===== src/hdl/iobps_pkg.sv =====
`timescale 1ns / 1ps
package iobps_pkg;

	localparam int PWM_SLOTS       = 8;
	localparam int PAYLOAD_WORDS   = 7;
	localparam int BEAT_W          = $clog2(PAYLOAD_WORDS);
	localparam int JOB_QUEUE_DEPTH = 2;

	localparam logic [7:0]  MAGIC          = 8'hBB;
	localparam logic [7:0]  CMD_PWM        = 8'hCB;
	localparam logic [7:0]  CMD_AIN        = 8'h3A;
	localparam logic [7:0]  CMD_DIN        = 8'h31;
	localparam logic [7:0]  CMD_AOUT       = 8'h41;
	localparam logic [7:0]  CMD_NONE       = 8'h00;
	localparam logic [7:0]  AOUT_PIN       = 8'd42;
	localparam logic [7:0]  PWM_ARG_A      = 8'd1;
	localparam logic [7:0]  RETRY_LIMIT_RST = 8'd10;
	localparam logic [12:0] PERIOD_RST     = 13'd4096;

	localparam logic [1:0]  CAP_NONE = 2'd0;

	typedef struct packed {
		logic        action;
		logic        pause;
		logic        write_ok;
		logic        resp_valid;
		logic [7:0]  resp_seq;
		logic [2:0]  pwm_slot;
		logic [12:0] pwm_duty;
	} in_item_t;

	typedef struct packed {
		logic        send_valid;
		logic [7:0]  command;
		logic [7:0]  arg_a;
		logic [7:0]  arg_b;
		logic [7:0]  arg_c;
		logic [7:0]  request_number;
		logic [7:0]  checksum;
		logic [2:0]  payload_slot;
		logic [12:0] payload_value;
		logic        last;
		logic        no_error;
		logic [1:0]  captured;
	} result_t;

	// One classified item: header, status and, for the PWM frame, a
	// snapshot of the seven payload words.
	typedef struct packed {
		logic                                send_valid;
		logic [7:0]                          command;
		logic [7:0]                          arg_a;
		logic [7:0]                          arg_b;
		logic [7:0]                          arg_c;
		logic [7:0]                          request_number;
		logic [7:0]                          checksum;
		logic [1:0]                          captured;
		logic                                no_error;
		logic                                burst;
		logic [PAYLOAD_WORDS-1:0][12:0]      vals;
	} job_t;

	// Q12 duty to 12-bit compare value, rounded: (4095*duty + 2048) >> 12.
	function automatic logic [12:0] scale_duty(input logic [12:0] duty);
		logic [24:0] prod;
		prod = 25'(duty) * 25'd4095 + 25'd2048;
		return {1'b0, prod[23:12]};
	endfunction

endpackage


===== src/hdl/io_board_poll_sequencer_unit.sv =====
`timescale 1ns / 1ps
// An accepted item is written into the job queue; its rows then reach the result ports through the output register.
// Throughput: one item accepted per cycle while the two-entry job queue has room;
// the result side emits one row per cycle while pop takes it, so a phase-0 poll tick
// expands to seven rows, a single-row item to one.
// Reset: arst_n clears all but mem_q and row_q; retry_limit to 10, PWM period slot to 4096.
module io_board_poll_sequencer_unit
	import iobps_pkg::*;
#(
	parameter int QUEUE_DEPTH = JOB_QUEUE_DEPTH
) (
	input  logic        clk,
	input  logic        arst_n,
	// item side
	input  logic        push,
	output logic        full,
	input  in_item_t    item,
	// result side
	output logic        empty,
	input  logic        pop,
	output result_t     result,
	// configuration
	input  logic        psel,
	input  logic        penable,
	input  logic        pwrite,
	input  logic [1:0]  paddr,
	input  logic [31:0] pwdata,
	output logic [31:0] prdata,
	output logic        pready
);

	// Configuration: retry_limit is the only register; the byte lanes of
	// paddr do not select anything, so every access lands on it.
	logic [7:0] retry_limit_q;
	logic       cfg_wr;

	assign pready = 1'b1;
	assign cfg_wr = psel && penable && pwrite && pready;
	assign prdata = {24'b0, retry_limit_q} | {30'b0, paddr & 2'b00};

	always_ff @(posedge clk or negedge arst_n) begin
		if (!arst_n) begin
			retry_limit_q <= RETRY_LIMIT_RST;
		end else if (cfg_wr) begin
			retry_limit_q <= pwdata[7:0];
		end
	end

	// Front end: take the item beat, advance the poll sequence, and build
	// one job (header, status, payload snapshot) straight into the queue.
	logic take;
	job_t front_job;

	assign take = push && !full;

	iobps_front u_front (
		.clk         (clk),
		.arst_n      (arst_n),
		.take        (take),
		.item        (item),
		.retry_limit (retry_limit_q),
		.job         (front_job)
	);

	// Queue decouples classification from row expansion, so the front keeps
	// taking items, while the queue has room, as the back walks a seven-row PWM frame.
	job_t head_job;
	logic head_valid;
	logic head_pop;

	iobps_job_queue #(
		.DEPTH (QUEUE_DEPTH)
	) u_queue (
		.clk      (clk),
		.arst_n   (arst_n),
		.wr_en    (take),
		.wr_job   (front_job),
		.full     (full),
		.rd_en    (head_pop),
		.rd_job   (head_job),
		.rd_valid (head_valid)
	);

	// Back end: expand each job into result beats through one output register.
	iobps_back u_back (
		.clk       (clk),
		.arst_n    (arst_n),
		.job       (head_job),
		.job_valid (head_valid),
		.job_pop   (head_pop),
		.result    (result),
		.empty     (empty),
		.pop       (pop)
	);

`ifndef SYNTHESIS
	// A PWM frame row other than the period word never closes the item.
	assert property (@(posedge clk) disable iff (!arst_n)
		(!empty && result.send_valid && result.command == CMD_PWM &&
		 result.payload_slot != 3'd6) |-> !result.last)
	else $error("PWM frame row closed the item early");

	// A status row carries no frame header.
	assert property (@(posedge clk) disable iff (!arst_n)
		(!empty && !result.send_valid) |->
		(result.command == CMD_NONE && result.checksum == 8'd0 &&
		 result.payload_value == 13'd0))
	else $error("status row carries frame fields");

	// An accepted reply clears the retry count, so health must be good.
	assert property (@(posedge clk) disable iff (!arst_n)
		(!empty && result.captured != CAP_NONE) |-> result.no_error)
	else $error("captured reply reported unhealthy");

	// A result row that stalls keeps its contents.
	assert property (@(posedge clk) disable iff (!arst_n)
		(!empty && !pop) |=> (!empty && $stable(result)))
	else $error("stalled result row changed");
`endif

endmodule


===== src/hdl/iobps_job_queue.sv =====
`timescale 1ns / 1ps
module iobps_job_queue
	import iobps_pkg::*;
#(
	parameter int DEPTH = JOB_QUEUE_DEPTH
) (
	input  logic clk,
	input  logic arst_n,
	input  logic wr_en,
	input  job_t wr_job,
	output logic full,
	input  logic rd_en,
	output job_t rd_job,
	output logic rd_valid
);

	localparam int PW = (DEPTH > 1) ? $clog2(DEPTH) : 1;
	localparam int CW = $clog2(DEPTH + 1);

	job_t          mem_q [DEPTH];
	logic [PW-1:0] wr_ptr_q;
	logic [PW-1:0] rd_ptr_q;
	logic [CW-1:0] count_q;

	function automatic logic [PW-1:0] bump(input logic [PW-1:0] p);
		return (p == PW'(DEPTH - 1)) ? '0 : PW'(p + 1'b1);
	endfunction

	assign full     = (count_q == CW'(DEPTH));
	assign rd_valid = (count_q != '0);
	assign rd_job   = mem_q[rd_ptr_q];

	always_ff @(posedge clk) begin
		if (wr_en) begin
			mem_q[wr_ptr_q] <= wr_job;
		end
	end

	always_ff @(posedge clk or negedge arst_n) begin
		if (!arst_n) begin
			wr_ptr_q <= '0;
			rd_ptr_q <= '0;
			count_q  <= '0;
		end else begin
			if (wr_en) begin
				wr_ptr_q <= bump(wr_ptr_q);
			end
			if (rd_en) begin
				rd_ptr_q <= bump(rd_ptr_q);
			end
			unique case ({wr_en, rd_en})
				2'b10:   count_q <= CW'(count_q + 1'b1);
				2'b01:   count_q <= CW'(count_q - 1'b1);
				default: count_q <= count_q;
			endcase
		end
	end

endmodule


===== src/hdl/iobps_front.sv =====
`timescale 1ns / 1ps
module iobps_front
	import iobps_pkg::*;
(
	input  logic       clk,
	input  logic       arst_n,
	input  logic       take,
	input  in_item_t   item,
	input  logic [7:0] retry_limit,
	output job_t       job
);

	typedef enum logic [2:0] {
		PH_PWM  = 3'd0,
		PH_AIN  = 3'd1,
		PH_DIN  = 3'd2,
		PH_AOUT = 3'd3
	} phase_t;

	phase_t      phase_q, phase_n;
	logic [7:0]  retry_q, retry_n;
	logic [7:0]  req_q, req_n;
	logic [7:0]  lastcmd_q, lastcmd_n;
	logic        healthy_q, healthy_n;
	logic [12:0] store_q [PWM_SLOTS];

	logic [7:0]  cmd, arg_a, arg_b, arg_c, lc, poll_cmd;
	logic        send;
	logic [7:0]  sum;

	always_comb begin
		phase_n   = phase_q;
		retry_n   = retry_q;
		req_n     = req_q;
		lastcmd_n = lastcmd_q;
		healthy_n = healthy_q;
		cmd       = CMD_NONE;
		arg_a     = '0;
		arg_b     = '0;
		arg_c     = '0;
		send      = 1'b0;
		job       = '0;
		lc        = item.pause ? CMD_NONE : lastcmd_q;
		poll_cmd  = (phase_q == PH_AIN) ? CMD_AIN : CMD_DIN;

		if (!item.action) begin
			lastcmd_n = lc;
			unique case (phase_q)
				PH_PWM: begin
					send    = 1'b1;
					cmd     = CMD_PWM;
					arg_a   = PWM_ARG_A;
					phase_n = PH_AIN;
					if (item.write_ok) begin
						retry_n = '0;
					end
				end
				PH_AIN, PH_DIN: begin
					if (lc != poll_cmd) begin
						send = 1'b1;
						cmd  = poll_cmd;
					end else if (item.resp_valid && item.resp_seq == req_q) begin
						job.captured = phase_q[1:0];
						phase_n      = phase_t'(3'(phase_q + 1'b1));
						retry_n      = '0;
					end else begin
						retry_n = 8'(retry_q + 1'b1);
					end
				end
				PH_AOUT: begin
					send    = 1'b1;
					cmd     = CMD_AOUT;
					arg_a   = AOUT_PIN;
					arg_b   = store_q[6][11:4];
					arg_c   = {store_q[6][3:0], 4'b0000};
					phase_n = PH_PWM;
					if (item.write_ok) begin
						retry_n = '0;
					end
				end
				default: begin
					phase_n = PH_PWM;
				end
			endcase

			if (send) begin
				lastcmd_n = cmd;
				req_n     = 8'(req_q + 1'b1);
			end

			priority if (retry_n == '0) begin
				healthy_n = 1'b1;
			end else if (retry_n >= retry_limit) begin
				phase_n   = phase_t'(3'(phase_n + 1'b1));
				retry_n   = 8'd1;
				healthy_n = 1'b0;
			end
		end

		sum = 8'(MAGIC + cmd + arg_a + arg_b + arg_c + req_n);

		job.send_valid = send;
		job.no_error   = healthy_n;
		job.burst      = send && (cmd == CMD_PWM);
		if (send) begin
			job.command        = cmd;
			job.arg_a          = arg_a;
			job.arg_b          = arg_b;
			job.arg_c          = arg_c;
			job.request_number = req_n;
			job.checksum       = sum;
		end
		if (job.burst) begin
			for (int k = 0; k < PAYLOAD_WORDS - 1; k++) begin
				job.vals[k] = store_q[k];
			end
			job.vals[PAYLOAD_WORDS-1] = store_q[PWM_SLOTS-1];
		end
	end

	always_ff @(posedge clk or negedge arst_n) begin
		if (!arst_n) begin
			phase_q   <= PH_PWM;
			retry_q   <= '0;
			req_q     <= '0;
			lastcmd_q <= CMD_NONE;
			healthy_q <= 1'b1;
			for (int i = 0; i < PWM_SLOTS - 1; i++) begin
				store_q[i] <= '0;
			end
			store_q[PWM_SLOTS-1] <= PERIOD_RST;
		end else if (take) begin
			phase_q   <= phase_n;
			retry_q   <= retry_n;
			req_q     <= req_n;
			lastcmd_q <= lastcmd_n;
			healthy_q <= healthy_n;
			if (item.action) begin
				store_q[item.pwm_slot] <= scale_duty(item.pwm_duty);
			end
		end
	end

endmodule


===== src/hdl/iobps_back.sv =====
`timescale 1ns / 1ps
module iobps_back
	import iobps_pkg::*;
(
	input  logic    clk,
	input  logic    arst_n,
	input  job_t    job,
	input  logic    job_valid,
	output logic    job_pop,
	output result_t result,
	output logic    empty,
	input  logic    pop
);

	logic [BEAT_W-1:0] beat_q;
	logic              out_valid_q;
	result_t           row_q;
	result_t           row_d;
	logic              load;
	logic              final_beat;

	assign final_beat = !job.burst || (beat_q == BEAT_W'(PAYLOAD_WORDS - 1));
	assign load       = job_valid && (!out_valid_q || pop);
	assign job_pop    = load && final_beat;
	assign empty      = !out_valid_q;
	assign result     = row_q;

	always_comb begin
		row_d                = '0;
		row_d.send_valid     = job.send_valid;
		row_d.command        = job.command;
		row_d.arg_a          = job.arg_a;
		row_d.arg_b          = job.arg_b;
		row_d.arg_c          = job.arg_c;
		row_d.request_number = job.request_number;
		row_d.checksum       = job.checksum;
		row_d.captured       = job.captured;
		row_d.no_error       = job.no_error;
		row_d.last           = final_beat;
		if (job.burst) begin
			row_d.payload_slot  = 3'(beat_q);
			row_d.payload_value = job.vals[beat_q];
		end
	end

	always_ff @(posedge clk) begin
		if (load) begin
			row_q <= row_d;
		end
	end

	always_ff @(posedge clk or negedge arst_n) begin
		if (!arst_n) begin
			beat_q      <= '0;
			out_valid_q <= 1'b0;
		end else begin
			if (load) begin
				out_valid_q <= 1'b1;
			end else if (pop) begin
				out_valid_q <= 1'b0;
			end
			if (load) begin
				beat_q <= final_beat ? '0 : BEAT_W'(beat_q + 1'b1);
			end
		end
	end

endmodule

===== config.mk =====
export PLATFORM = sky130hd
export DESIGN_NAME = io_board_poll_sequencer_unit
export DESIGN_NICKNAME = d
export VERILOG_FILES = /design/src/hdl/iobps_pkg.sv /design/src/hdl/io_board_poll_sequencer_unit.sv /design/src/hdl/iobps_job_queue.sv /design/src/hdl/iobps_front.sv /design/src/hdl/iobps_back.sv
export SDC_FILE = /design/constraint.sdc
export NUM_CORES = 1
export LEC_CHECK = 0
export BUFFER_PORTS_ARGS = -buffer_cell sky130_fd_sc_hd__buf_4
export CORE_ASPECT_RATIO = 1.5
export CORE_MARGIN = 2
export CORE_UTILIZATION = 55
export CTS_CLUSTER_DIAMETER = 60
export DETAILED_ROUTE_END_ITERATION = 10
export PLACE_DENSITY = 0.74
export SLEW_MARGIN = 40
export SYNTH_ARGS = -nofsm -noshare
export SYNTH_HDL_FRONTEND = slang
export SYNTH_HIERARCHICAL = 1
export SYNTH_SLANG_ARGS = --single-unit

===== constraint.sdc =====
create_clock -name clk -period 10.3 [get_ports clk]
set_input_delay 1.545 -clock clk [delete_from_list [all_inputs] [get_ports clk]]
set_output_delay 1.545 -clock clk [all_outputs]
set_load 0.005 [all_outputs]

==> out/results.ini <==
[status]
run_status = completed

[placed_design]
routabilityCongestion = 0.888
dp_hpwl_um = 32200
port_buffers = 121

[timing]
setup_viol = 0
hold_viol = 0
report.final.slew_viol_count = 0
max_freq_mhz = 149
worst_slew_pin_slew_ns = 0.828
rsz0062_at_grt = false
fin_tns_setup_ns = 0
period_needed_ns = 6.71
relSlewSlack = 0.447
fin_skew_ns = 0.0229
period_share = 0.651

[setup_path]
regToRegSetupSlack_ns = 3.89
arrival_ns = 7.14
worst-r2r-cell-count = 23
path_class = in -> reg
cp_max_fo = 8
rr_startpoint = u_front/phase_q[1]$_DFFE_PN0P_
r2r-end = u_queue/mem_q[1][102]$_DFFE_PP_
critPathRequiredTime_ns = 10.73
end_kind = flip-flop
crit_path_start_kind = input port

[global_routing]
grt_pass1_vias = 15000
antenna_found_initial = 3
grt-ovfl-total = 0
grt_pass1_wl_um = 78000
grt_max_degree = 94
track_usage = 0.212

[final_layout]
fill_cells = 3401
syn2layout_area_growth_pct = 11.4
final_layout_size_suffix_gt1_frac = 0.235
finalNetCount = 2199
final_common_cell = edfxtp_1
final_cell_mix = 357 x edfxtp_1, 186 x nand2_1, 164 x inv_1, 160 x mux2_2, 138 x buf_4

[clocking]
post-cts-setup-buffers = 0
postCtsHoldBufs = 0
root_buffer = clkbuf_16
htree_levels = 2
cts.sinks = 498
clkLatencyLatePin_ns = 0.56
post_cts_resized = 0
clkTransAtPathRegs_ns = 0.06
cts_tree = yes
clk_path_buf_depth = 3
cts_made_buffers = 42

[yosys]
yosysTopAreaCell = edfxtp_1
synth_warnings = 6
synth_cell_type_count = 67
synth_top_area_share = 0.427
netlist_area_um2 = 25100
synth_cells = 1828
synth_area_per_cell_um2 = 13.7
synth.ff_latch_count = 498
yosysSeqAreaShare = 0.567
synthTopCellsByArea = edfxtp_1 43%, dfrtp_1 14%, mux2_2 7.2%
synth-edff-count = 357
async_reset_ff_frac = 0.283
synth_ff_type = edfxtp_1

[detailed_routing]
drtIter0Drc = 946
dr.pass1.iters = 5
wl_per_cell_um = 19.0
routed-via-count = 14100
drcViolationCount = 0
drt-total-wl_um = 48700
viasPerCell = 5.53
postRouteAntennaNets = 0

[die]
rows = 95
chipHeight_um = 266
initial_core_util = 0.559
die_x_um = 178
dieArea_um2 = 47400
core_area_um2 = 44900
ios = 173

[min_path]
min_path_type = reg -> reg
min_from = u_front/store_q[1]$_DFFE_PN0P_
min_to = u_front/store_q[1]$_DFFE_PN0P_
holdPathStages = 2

[flow_run]
drv_cap = 0

metrics by stage:
step,hold WS (ns),setup slack [ns],area (um^2),instances,utilization
floorplan,0.438,1.71,25300,1865,-
global placement,0.449,2.88,26400,2474,0.587
detailed placement,0.454,2.95,26500,2477,0.589
CTS,0.469,3.52,27900,2554,0.621
global route,0.493,3.30,28000,2556,0.623
finish,0.468,3.59,28000,2557,0.623
synth_stat cells (all sizes together), types with 3 or more instances:
cell type    n
a21o        11
a21oi       20
a22o         4
a31oi       13
and2        32
and3        94
buf         72
clkbuf      44
conb         3
dfrtp      137
dfstp        4
edfxtp     357
fa          89
ha         100
inv        165
mux2       210
mux2i        5
mux4        13
nand2      186
nand2b      13
nand3       16
nand3b      13
nand4        5
nor2        52
nor2b        7
nor3         6
o211ai       4
o21a         3
o21ai       59
o31ai        9
or2          3
xnor2       37
xor2        15
critical path, cell delays in order:
cell and delay, ns:
buf_4 0.13, fa_1 0.66, inv_1 0.12, fa_1 0.53
fa_1 0.44, fa_1 0.55, inv_1 0.06, fa_1 0.48
ha_1 0.32, a21oi_1 0.15, o22ai_1 0.10, a211oi_1 0.43
o21ai_1 0.27, a31o_2 0.33, o41ai_2 0.24, o21ai_0 0.12
and2_1 0.31, mux2_2 0.34
layout make-up:
| class | instances | area [um^2] | share of cell area |
|---|---|---|---|
| multi-input cells | 1086 | 9740 | 0.348 |
| repair buffers | 148 | 1190 | 0.0426 |
| flip-flops and latches | 498 | 14300 | 0.510 |
| clock inverters | 15 | 228 | 0.00814 |
| inverters | 165 | 619 | 0.0221 |
| clock buffers | 62 | 1220 | 0.0435 |
| diodes | 1 | 2.50 | 0.0000894 |
| well taps | 582 | 728 | 0.0260 |
per-layer routing:
| metal | share of wire | vias to the layer above | GRT usage |
|---|---|---|---|
| met4 | 0.034 | 4 | 0.0798 |
| met2 | 0.54 | 329 | 0.394 |
| met5 | 0.00088 | - | 0 |
| met1 | 0.38 | 7166 | 0.247 |
| li1 | - | 6535 | - |
| met3 | 0.043 | 95 | 0.0263 |
flip-flops by register name (all words and copies together) (netlist names):
signal,count
u_front/phase_q,3
u_front/lastcmd_q,8
u_queue/count_q,2
u_front/retry_q,8
u_queue/wr_ptr_q,1
retry_limit_q,8
u_front/healthy_q,1
u_back/out_valid_q,1
u_queue/mem_q,288
u_front/store_q,97
u_back/result,69
u_front/req_q,8
u_queue/rd_ptr_q,1
u_back/beat_q,3
how the worst max path moves through the flow:
stage	start	to	slack (ns)	cells past startpoint
finish	item[5]	u_front/store_q[23]$_DFFE_PN0P_	3.59	18
global route	item[5]	u_front/store_q[23]$_DFFE_PN0P_	3.30	18
CTS	item[26]	u_queue/mem_q[1][102]$_DFFE_PP_	3.52	22
detailed placement	item[26]	u_queue/mem_q[0][102]$_DFFE_PP_	2.95	22
global placement	item[5]	u_front/store_q[35]$_DFFE_PN0P_	2.88	18
floorplan	push	u_queue/mem_q[0][0]$_DFFE_PP_	1.71	3
cells by family after synthesis:
| kind of cell | Yosys count | synth area share |
|---|---|---|
| AOI/OAI and AO/OA | 139 | 0.0355 |
| muxes | 228 | 0.117 |
| buffers and inverters | 281 | 0.0534 |
| DFF | 498 | 0.567 |
| xor gates and xnor gates | 52 | 0.0190 |
| and+or+nand+nor | 438 | 0.0868 |
| adders and majority gates | 189 | 0.121 |
| other | 3 | 0.000448 |
Power is left out: the tool's default activity adds up to more than one toggle a clock period on the data nets, which glitch-free logic cannot reach.
